[src/rtl/emt_pkg.sv]
// Shared types and constants for the expiring message table.
package emt_pkg;

  localparam int MSG_W  = 16;
  localparam int TIME_W = 32;
  localparam int HOLD_W = 8;
  localparam int LIM_W  = 18;
  localparam int ACT_W  = 2;
  localparam int SLOT_W = 4;
  localparam int OUT_CNT_W = 4;

  localparam logic [LIM_W-1:0] MS_PER_SECOND = LIM_W'(1000);
  localparam logic [HOLD_W-1:0] HOLD_RESET   = HOLD_W'(5);

  localparam logic [ACT_W-1:0] ACT_POST  = 2'd0;
  localparam logic [ACT_W-1:0] ACT_TICK  = 2'd1;
  localparam logic [ACT_W-1:0] ACT_CLEAR = 2'd2;
  localparam logic [ACT_W-1:0] ACT_READ  = 2'd3;

  typedef struct packed {
    logic [MSG_W-1:0]  msg;
    logic [TIME_W-1:0] stamp;
  } entry_t;

  localparam int ENTRY_W = $bits(entry_t);

  typedef struct packed {
    logic match;
    logic expired;
  } slot_cmp_t;

  typedef enum logic [4:0] {
    ST_IDLE   = 5'b00001,
    ST_SCAN   = 5'b00010,
    ST_FINISH = 5'b00100,
    ST_RDWAIT = 5'b01000,
    ST_RESP   = 5'b10000
  } state_t;

endpackage

[src/rtl/emt_ram.sv]
// Generic single-write, single-read RAM with registered read data.
module emt_ram #(
  parameter int WIDTH = 48,
  parameter int DEPTH = 10
) (
  input  logic                                 clk,
  input  logic                                 we,
  input  logic [(DEPTH > 1 ? $clog2(DEPTH) : 1)-1:0] waddr,
  input  logic [WIDTH-1:0]                     wdata,
  input  logic [(DEPTH > 1 ? $clog2(DEPTH) : 1)-1:0] raddr,
  output logic [WIDTH-1:0]                     rdata
);

  logic [WIDTH-1:0] mem [DEPTH];

  always_ff @(posedge clk) begin
    if (we) begin
      mem[waddr] <= wdata;
    end
    rdata <= mem[raddr];
  end

endmodule

[src/rtl/emt_slot_unit.sv]
// Shared per-slot compare unit: id match and elapsed-time expiry test.
module emt_slot_unit (
  input  emt_pkg::entry_t                   entry,
  input  logic [emt_pkg::MSG_W-1:0]         key_id,
  input  logic [emt_pkg::TIME_W-1:0]        now,
  input  logic [emt_pkg::LIM_W-1:0]         limit,
  output emt_pkg::slot_cmp_t                cmp
);

  logic [emt_pkg::TIME_W-1:0] elapsed;

  // Elapsed time wraps modulo 2^32.
  assign elapsed     = now - entry.stamp;
  assign cmp.match   = (entry.msg == key_id);
  assign cmp.expired = (elapsed > emt_pkg::TIME_W'(limit));

endmodule

[src/rtl/expiring_message_table_core.sv]
// Top level of the expiring message table: sequencer, entry RAM and counters.
// Sequence: post or tick: scan, finish, respond; read of an occupied slot: RAM wait,
//   respond; clear, any other read or a post of id zero: respond only.
// Throughput: one item at a time; busy stays high until the done cycle ends.
// Reset: synchronous, empties the table, stops the timer, hold_seconds = 5.
// The result is shown for exactly one cycle with done; the receiver cannot stall.
module expiring_message_table_core #(
  parameter int TABLE_SLOTS = 10
) (
  input  logic                           clk,
  input  logic                           rst,
  // command channel
  input  logic                           start,
  output logic                           busy,
  input  logic [emt_pkg::ACT_W-1:0]      action,
  input  logic [emt_pkg::MSG_W-1:0]      message_id,
  input  logic [emt_pkg::TIME_W-1:0]     now_ms,
  input  logic [emt_pkg::SLOT_W-1:0]     slot_index,
  // configuration: hold_seconds
  input  logic                           hold_we,
  input  logic [emt_pkg::HOLD_W-1:0]     hold_data,
  // result channel
  output logic                           done,
  output logic [emt_pkg::OUT_CNT_W-1:0]  active_count,
  output logic                           timer_running,
  output logic                           post_dropped,
  output logic                           read_valid,
  output logic [emt_pkg::MSG_W-1:0]      read_message
);

  localparam int IDX_W = (TABLE_SLOTS > 1) ? $clog2(TABLE_SLOTS) : 1;
  localparam int CNT_W = $clog2(TABLE_SLOTS + 1);
  localparam logic [CNT_W-1:0] SLOTS_CNT = CNT_W'(TABLE_SLOTS);

  emt_pkg::state_t state;

  // Control state
  logic [emt_pkg::HOLD_W-1:0] hold_seconds;
  logic [CNT_W-1:0]           count;        // table is always packed: slots 0..count-1
  logic                       tick_en;
  logic [CNT_W-1:0]           rd_idx;       // next slot to read during a scan
  logic                       ev_vld;       // RAM data of slot ev_idx is present
  logic [IDX_W-1:0]           ev_idx;
  logic [CNT_W-1:0]           wr_ptr;       // compaction write pointer for a tick
  logic                       found;

  // Latched item payload
  logic [emt_pkg::ACT_W-1:0]  lat_act;
  logic [emt_pkg::MSG_W-1:0]  lat_id;
  logic [emt_pkg::TIME_W-1:0] lat_now;
  logic [emt_pkg::LIM_W-1:0]  lim;

  // Result payload
  logic                       rsp_drop;
  logic                       rsp_rvalid;
  logic [emt_pkg::MSG_W-1:0]  rsp_rmsg;

  // RAM ports
  logic                       ram_we;
  logic [IDX_W-1:0]           ram_waddr;
  emt_pkg::entry_t            ram_wdata;
  logic [IDX_W-1:0]           ram_raddr;
  logic [emt_pkg::ENTRY_W-1:0] ram_rdata;
  emt_pkg::entry_t            rd_entry;
  emt_pkg::slot_cmp_t         cmp;

  logic accept;
  logic issue;

  assign accept   = start && (state == emt_pkg::ST_IDLE);
  assign issue    = (rd_idx < count);
  assign rd_entry = emt_pkg::entry_t'(ram_rdata);

  emt_ram #(
    .WIDTH (emt_pkg::ENTRY_W),
    .DEPTH (TABLE_SLOTS)
  ) u_ram (
    .clk   (clk),
    .we    (ram_we),
    .waddr (ram_waddr),
    .wdata (ram_wdata),
    .raddr (ram_raddr),
    .rdata (ram_rdata)
  );

  emt_slot_unit u_unit (
    .entry  (rd_entry),
    .key_id (lat_id),
    .now    (lat_now),
    .limit  (lim),
    .cmp    (cmp)
  );

  // Read address: the requested slot while idle (read action), else the scan index.
  always_comb begin
    if (state == emt_pkg::ST_IDLE) begin
      ram_raddr = IDX_W'(slot_index);
    end else begin
      ram_raddr = rd_idx[IDX_W-1:0];
    end
  end

  // Write port: refresh a matching post, move a surviving entry, or append a post.
  always_comb begin
    ram_we    = 1'b0;
    ram_waddr = ev_idx;
    ram_wdata = rd_entry;
    case (state)
      emt_pkg::ST_SCAN: begin
        if (ev_vld) begin
          if (lat_act == emt_pkg::ACT_POST) begin
            ram_we          = cmp.match;
            ram_waddr       = ev_idx;
            ram_wdata.msg   = rd_entry.msg;
            ram_wdata.stamp = lat_now;
          end else begin
            ram_we    = !cmp.expired;
            ram_waddr = wr_ptr[IDX_W-1:0];
            ram_wdata = rd_entry;
          end
        end
      end
      emt_pkg::ST_FINISH: begin
        if ((lat_act == emt_pkg::ACT_POST) && !found && (count < SLOTS_CNT)) begin
          ram_we          = 1'b1;
          ram_waddr       = count[IDX_W-1:0];
          ram_wdata.msg   = lat_id;
          ram_wdata.stamp = lat_now;
        end
      end
      default: begin
        ram_we = 1'b0;
      end
    endcase
  end

  // Sequencer and control registers.
  always_ff @(posedge clk) begin
    if (rst) begin
      state        <= emt_pkg::ST_IDLE;
      hold_seconds <= emt_pkg::HOLD_RESET;
      count        <= '0;
      tick_en      <= 1'b0;
      rd_idx       <= '0;
      ev_vld       <= 1'b0;
      ev_idx       <= '0;
      wr_ptr       <= '0;
      found        <= 1'b0;
    end else begin
      if (hold_we) begin
        hold_seconds <= hold_data;
      end
      case (state)
        emt_pkg::ST_IDLE: begin
          rd_idx <= '0;
          ev_vld <= 1'b0;
          wr_ptr <= '0;
          found  <= 1'b0;
          if (accept) begin
            case (action)
              emt_pkg::ACT_POST: begin
                // A post of id zero is ignored outright.
                if (message_id == '0) begin
                  state <= emt_pkg::ST_RESP;
                end else begin
                  state <= emt_pkg::ST_SCAN;
                end
              end
              emt_pkg::ACT_TICK: begin
                state <= emt_pkg::ST_SCAN;
              end
              emt_pkg::ACT_CLEAR: begin
                count   <= '0;
                tick_en <= 1'b0;
                state   <= emt_pkg::ST_RESP;
              end
              emt_pkg::ACT_READ: begin
                if (32'(slot_index) < 32'(count)) begin
                  state <= emt_pkg::ST_RDWAIT;
                end else begin
                  state <= emt_pkg::ST_RESP;
                end
              end
              default: begin
                state <= emt_pkg::ST_RESP;
              end
            endcase
          end
        end
        emt_pkg::ST_SCAN: begin
          // Issue one slot read per cycle, evaluate the previous one.
          if (issue) begin
            rd_idx <= rd_idx + CNT_W'(1);
            ev_idx <= rd_idx[IDX_W-1:0];
          end
          ev_vld <= issue;
          if (ev_vld) begin
            if (lat_act == emt_pkg::ACT_POST) begin
              if (cmp.match) begin
                found <= 1'b1;
              end
            end else if (!cmp.expired) begin
              wr_ptr <= wr_ptr + CNT_W'(1);
            end
          end
          if (!issue && !ev_vld) begin
            state <= emt_pkg::ST_FINISH;
          end
        end
        emt_pkg::ST_FINISH: begin
          if (lat_act == emt_pkg::ACT_POST) begin
            // Posting into an empty table starts the timer.
            if (count == '0) begin
              tick_en <= 1'b1;
            end
            if (!found && (count < SLOTS_CNT)) begin
              count <= count + CNT_W'(1);
            end
          end else begin
            // Drop expired entries; survivors are already packed.
            count <= wr_ptr;
            if (wr_ptr == '0) begin
              tick_en <= 1'b0;
            end
          end
          state <= emt_pkg::ST_RESP;
        end
        emt_pkg::ST_RDWAIT: begin
          state <= emt_pkg::ST_RESP;
        end
        emt_pkg::ST_RESP: begin
          state <= emt_pkg::ST_IDLE;
        end
        default: begin
          state <= emt_pkg::ST_IDLE;
        end
      endcase
    end
  end

  // Payload registers: latched item, expiry limit and result fields.
  always_ff @(posedge clk) begin
    if (accept) begin
      lat_act    <= action;
      lat_id     <= message_id;
      lat_now    <= now_ms;
      lim        <= emt_pkg::LIM_W'(hold_seconds) * emt_pkg::MS_PER_SECOND;
      rsp_drop   <= 1'b0;
      rsp_rvalid <= 1'b0;
      rsp_rmsg   <= '0;
    end
    if (state == emt_pkg::ST_FINISH) begin
      if ((lat_act == emt_pkg::ACT_POST) && !found && (count >= SLOTS_CNT)) begin
        rsp_drop <= 1'b1;
      end
    end
    if (state == emt_pkg::ST_RDWAIT) begin
      // Slots below the count always hold a nonzero id.
      rsp_rvalid <= 1'b1;
      rsp_rmsg   <= rd_entry.msg;
    end
  end

  assign busy          = (state != emt_pkg::ST_IDLE);
  assign done          = (state == emt_pkg::ST_RESP);
  assign active_count  = emt_pkg::OUT_CNT_W'(count);
  assign timer_running = tick_en;
  assign post_dropped  = rsp_drop;
  assign read_valid    = rsp_rvalid;
  assign read_message  = rsp_rmsg;

endmodule
[config.mk]
export PLATFORM = sky130hd
export DESIGN_NAME = expiring_message_table_core
export DESIGN_NICKNAME = d
export VERILOG_FILES = /design/src/rtl/emt_pkg.sv /design/src/rtl/emt_ram.sv /design/src/rtl/emt_slot_unit.sv /design/src/rtl/expiring_message_table_core.sv
export SDC_FILE = /design/constraint.sdc
export NUM_CORES = 1
export LEC_CHECK = 0
export BUFFER_PORTS_ARGS = -buffer_cell sky130_fd_sc_hd__buf_2
export CAP_MARGIN = 20
export CORE_AREA = 4 4 263 188
export CTS_CLUSTER_DIAMETER = 80
export DETAILED_ROUTE_END_ITERATION = 10
export DIE_AREA = 0 0 267 192
export GPL_TIMING_DRIVEN = 0
export PLACE_DENSITY = 0.77
export SETUP_SLACK_MARGIN = 0.1
export SLEW_MARGIN = 20
export SYNTH_ARGS = -nofsm -noshare
export SYNTH_HDL_FRONTEND = slang
export SYNTH_SLANG_ARGS = --single-unit
[constraint.sdc]
create_clock -name clk -period 20.2 [get_ports clk]
set_clock_uncertainty 0.05 [all_clocks]
set_input_delay 3.03 -clock clk [delete_from_list [all_inputs] [get_ports clk]]
set_output_delay 3.03 -clock clk [all_outputs]
set_load 0.1 [all_outputs]
After elaboration in Yosys (flattened, before gate mapping)
Memories as Yosys holds them, arrays and structs flattened. A register that Yosys moved wholly into a read port is not among the register bits.
Index checks and enable logic that the tools add are counted.
- output and inout port bits: 25
- word-level logic and storage cells: 123
- memories kept: 1
- register bits after elaboration: 115
- bits of input ports: 66
- memory bits (writable): 480
- memory list (memory ; depth ; bits a word ; rd ports ; clocked after memory_dff ; write ports ; line ; text):
    u_ram.mem ; 10 ; 48 ; 1 ; 1 ; 1 ; emt_ram.sv:14 ; logic [WIDTH-1:0] mem [DEPTH];
- $add $sub $neg: 4
- reductions and logical operators: 26
- eq/ne operators: 22
- multiply operators: 1
- $lt $le $gt $ge: 5
- mux-type cells: 48
- operators by type and width (operator ; count):
    $pmux 48 s2 ; 1
    $mux 32 ; 2
    $mux 4 ; 12
    $mux 48 ; 1
    $gt 32x18->1 ; 1
    $mux 16 ; 2
    $pmux 4 s2 ; 4
    $sub 32x32->32 ; 1
    $mux 5 ; 4
    $pmux 5 s4 ; 1
    $eq 16x16->1 ; 1
    $logic_not 16->1 ; 1
    $mux 1 ; 16
    $ne 2x2->1 const B ; 8
    $mul 8x7->15 const B ; 1
    $pmux 5 s3 ; 1
    $add 4x1->4 const B ; 3
    $reduce_and 4->1 ; 3
    $ne 3x3->1 const B ; 3
    $logic_not 4->1 ; 2
    $lt 4x4->1 ; 2
    $pmux 1 s2 ; 4
    $logic_and 1x1->1 ; 6
    $reduce_and 2->1 ; 3
    16 further kinds ; 23

Depth between registers and ports, before layout
- word-level depth: 8
- mapped depth: 21
- mapped depth without buffers: 21

Modules after synthesis
Synthesis repeated with hierarchy kept, for this count alone.
- cells, all modules: 1946
- area, all modules: 28668.7 um^2
- by module, submodules not included (module ; cells each ; instances ; seq. area each (um^2) ; area each (um^2)):
    emt_ram ; 1038 ; 1 ; 15374.7 ; 19711.4
    expiring_message_table_core ; 557 ; 1 ; 3113.0 ; 6508.7
    emt_slot_unit ; 351 ; 1 ; 0.0 ; 2448.6

Worst setup path after synthesis
OpenSTA, ideal clock, no wires.
- path type: register to register
- from: register lat_now[4] (netlist name)
- to: memory u_ram.mem[9][0] (enable)
- required time: 19.637 ns
- data arrival time: 6.916 ns
- clock period less this slack: 7.479 ns
- setup time: 0.513 ns
- buffers on the path: 0
- slack: 12.721 ns
- stages on the path, launching flop included: 19
- path through: edfxtp_1 > ha_1 > a21o_1 > a31oi_1 > nand2_1 > a21oi_1 > nor2_1 > a31oi_1 > xnor2_1 > ha_1 > nand2_1 > nor4_1 > o2bb2ai_1 > a21oi_1 > nor3_1 > nand4_1 > nor4b_1 > a311oi_2 > nor3_1
- word-level cells in the longest chain between the ends: 8
- ends and longest elaborated chain (what ; line ; text):
    start: declaration ; expiring_message_table_core.sv:50 ; logic [emt_pkg::TIME_W-1:0] lat_now;
    start signal: assignment ; expiring_message_table_core.sv:246 ; lat_now <= now_ms;
    $sub 32x32->32 ; emt_slot_unit.sv:13 ; assign elapsed = now - entry.stamp;
    $gt 32x18->1 ; emt_slot_unit.sv:15 ; assign cmp.expired = (elapsed > emt_pkg::TIME_W'(limit));
    $logic_not 1->1 ; n/a ;
    $mux 1 ; expiring_message_table_core.sv:111 ; if (lat_act == emt_pkg::ACT_POST) begin
    $mux 1 ; expiring_message_table_core.sv:110 ; if (ev_vld) begin
    $pmux 1 s2 ; expiring_message_table_core.sv:108 ; case (state)
    $mux 1 ; emt_ram.sv:17 ; if (we) begin
    $mux 1 (implied by the code) ; emt_ram.sv:18 ; mem[waddr] <= wdata;
    end: declaration ; emt_ram.sv:14 ;
No other way between the ends.

Final worst setup path
- from: register lat_now[4] (netlist name)
- to: memory u_ram.mem[5][11] (enable)
The elaborated chain is that of the path after synthesis.

==> flow_summary.toml <==
[setup_path]
required_ps = 20460
worstPathArrival_ps = 7840
end_kind = "register"
critPathKind = "reg2reg"
critPathLaunchType = "register"
crit_fanout = 10

[drt]
antenna_left = 0
avgRoutedWirePerCell_um = 25.12
vias_per_cell = 6.270
drt-initial-drc-count = 2086
vias = 16784
drt_wl_total_um = 67260
drc = 0
dr.pass1.iters = 6

[clock_tree]
hold_buffers = 0
postCtsSetupRepairBufs = 0
postCtsResizedCells = 0
cts_buffer_depth = 3
clk_pin_slew_ps = 70
cts_root_buffer = "clkbuf_16"
cts_sinks = 643
clk_latency_ps = 600
cts_tree = "done"
ctsHtreeMaxLevel = 2
cts_buffers = 57

[final_layout]
syn2layout_area_growth_pct = 13.55
drive_gt1_frac = 0.1936
antenna_cells = 0
nNetsFinal = 2194

[global_routing]
grt_use_total = 0.2648
grt_pass1_wl_um = 101400
overflow = 0
grt_max_degree = 47
grt_pass1_vias = 16688
grt_antenna_before_repair = 0

[timing]
max_freq_mhz = 132.0
fin_ws_ps = 12620
rsz0062_at_grt = "false"
min_period_over_period = 0.3750
setup_violations = 0
slew-limit-headroom = 0.2348
setup_tns_ps = 0
finalHoldViolations = 0
max_slew.worst_pin.slew_ps = 1136
whs_ps = 396.0
fin_crit_ps = 7576
slew_viol_final = 0

[yosys]
synth-seq-area-share = 0.6625
synth_top_family_by_area = "multiplexers"
synth-edff-count = 561
synth_seq_cells = 643
synthAdderAreaFrac = 0.05910
synthDistinctLibCells = 68
ys.warnings.count = 0
synth.top_cell.area_share = 0.6037
avgSynthCellArea_um2 = 15.62
syn-num-nets = 1971
synthTopCellsByCount = "edfxtp_1 (561), a21oi_1 (99), mux4_2 (96)"
async_flop_share = 0
synth.largest_area_cell = "edfxtp_1"
synthCells = 1787
synthXorXnorAreaFrac = 0.01601
synth_simple_gate_area_frac = 0.06156
synth_mux_area_frac = 0.1085
synthFlopType = "edfxtp_1"
synth_area_um2 = 27900
synth.most_common_cell = "edfxtp_1"
synth_compound_area_frac = 0.07053
ys_top_cells_by_area = "edfxtp_1 (60%), mux4_2 (7.7%), dfxtp_1 (5.9%)"

[power_and_ir_drop]
max-vdd-ir-drop_uv = 68.80
p_int_mw = 2.474
switchingPower_mw = 1.021
sw_frac_of_total = 0.2922
finalPower_mw = 3.495
power.leakage_nw = 11.39
p_seq_frac = 0.463
p_comb_frac = 0.229
p_clk_frac = 0.308
powerDensity_nw_per_um2 = 110.3

[floorplan]
num_rows = 67
initial_core_util = 0.5923
die_h_um = 192
die_w_um = 267
coreArea_um2 = 47110
die-area_um2 = 51260
num_io_pins = 91

[outcome]
status = "finished, final reports clean"

[place]
pre_cts_slack_ps = 13020
place_congestion = 0.9103
hpwl_um = 47230
io_buffers = 89

[run]
maxCapViolations = 0

[hold_path]
hp-class = "reg2reg"
metal layers:
| layer | share of wire | GRT usage | vias up |
|---|---|---|---|
| li1 | - | - | 7337 |
| met1 | 0.41 | 0.4012 | 8338 |
| met2 | 0.44 | 0.3942 | 994 |
| met3 | 0.12 | 0.06441 | 115 |
| met4 | 0.022 | 0.06294 | 0 |
| met5 | 0 | 0 | - |
per-stage QoR:
step	area [um^2]	util	instances
after global placement	29130	0.6182	2497
after global routing	31690	0.6726	2677
final	31690	0.6726	2677
after detailed placement	29840	0.6333	2572
after floorplan	27900	-	1787
after CTS	31680	0.6725	2677
registers in the layout, indices dropped and copies added (netlist names), 2 cells and up:
register,cells
lat_now,32
wr_ptr,4
rd_idx,4
u_ram.rdata,48
lat_id,16
lim,15
state,5
active_count,4
ev_idx,4
u_ram.mem,480
hold_seconds,8
lat_act,2
read_message,16
path summary, 6_finish.rpt:
path / slack [ps] / endpoint / cells past startpoint / from
worst min register to register: 400 / read_valid$_SDFFE_PP1P_ / 2 / read_valid$_SDFFE_PP1P_
worst max register to register: 12620 / u_ram.mem[5][11]$_DFFE_PP_ / 23 / lat_now[4]$_DFFE_PP_
worst max-delay path: 12620 / u_ram.mem[5][11]$_DFFE_PP_ / 23 / lat_now[4]$_DFFE_PP_
worst min-delay path: 400 / read_valid$_SDFFE_PP1P_ / 2 / read_valid$_SDFFE_PP1P_
final cells by class:
| cell class | count | area [um^2] |
|---|---|---|
| fillers | 3156 | 15430 |
| repair buffers | 164 | 1089 |
| inverters | 85 | 321.6 |
| plain buffers | 72 | 294.0 |
| clock buffers | 91 | 1718 |
| clock inverters | 14 | 128.9 |
| flip-flops and latches | 643 | 18490 |
| well taps | 621 | 777.0 |
| multi-input cells | 987 | 8871 |
power groups by stage:
stage | sequential, mW | clock, mW | combinational, mW
6_report | 1.62 | 1.08 | 0.802
5_1_grt | 1.62 | 1.15 | 0.882
4_1_cts | 1.62 | 1.09 | 0.791
3_5_place_dp | 1.64 | 0 | 0.782
3_3_place_gp | 1.64 | 0 | 0.751
2_1_floorplan | 1.65 | 0 | 0.546
layout by cell type (no fill, tap or decap), drive strengths merged, types with 8 or more instances in the layout:
| cell | netlist | layout |
|---|---|---|
| fa | 23 | 23 |
| clkinv | 0 | 8 |
| a211oi | 60 | 60 |
| mux4 | 96 | 96 |
| a21oi | 103 | 103 |
| nor2 | 68 | 68 |
| xnor2 | 26 | 26 |
| xor2 | 25 | 25 |
| mux2 | 19 | 19 |
| edfxtp | 561 | 561 |
| nor4 | 14 | 14 |
| o21ai | 66 | 66 |
| buf | 18 | 180 |
| and2 | 18 | 18 |
| o21a | 11 | 11 |
| nand4 | 13 | 13 |
| clkbuf | 54 | 147 |
| dfxtp | 82 | 82 |
| inv | 85 | 87 |
| nor2b | 56 | 56 |
| nand3 | 12 | 12 |
| nand2b | 10 | 10 |
| a21o | 9 | 9 |
| nand2 | 83 | 83 |
| ha | 95 | 95 |
| mux2i | 65 | 65 |
| nor3 | 23 | 23 |
kinds of logic after synthesis:
group | count (synthesis)
DFF | 643
and+or+nand+nor | 330
AOI/OAI and AO/OA | 308
muxes | 180
buffers and inverters | 157
adders and majority gates | 118
xor gates and xnor gates | 51
critical path, stage by stage (launching register included):
cell	delay, ps
edfxtp_1	400
ha_1	420
a21o_1	270
a31oi_1	320
nand2_1	250
a21oi_1	360
nor2_1	80
a31oi_1	210
xnor2_1	140
ha_1	320
nand2_1	90
nor4_1	530
o2bb2ai_1	180
a21oi_1	110
nor3_1	220
nand4_1	120
nor4b_1	780
a311oi_2	490
nor3_2	820
buf_4	330
buf_6	190
buf_4	190
buf_4	210
buf_4	190
Note: power is estimated with default switching activity, not from simulation.
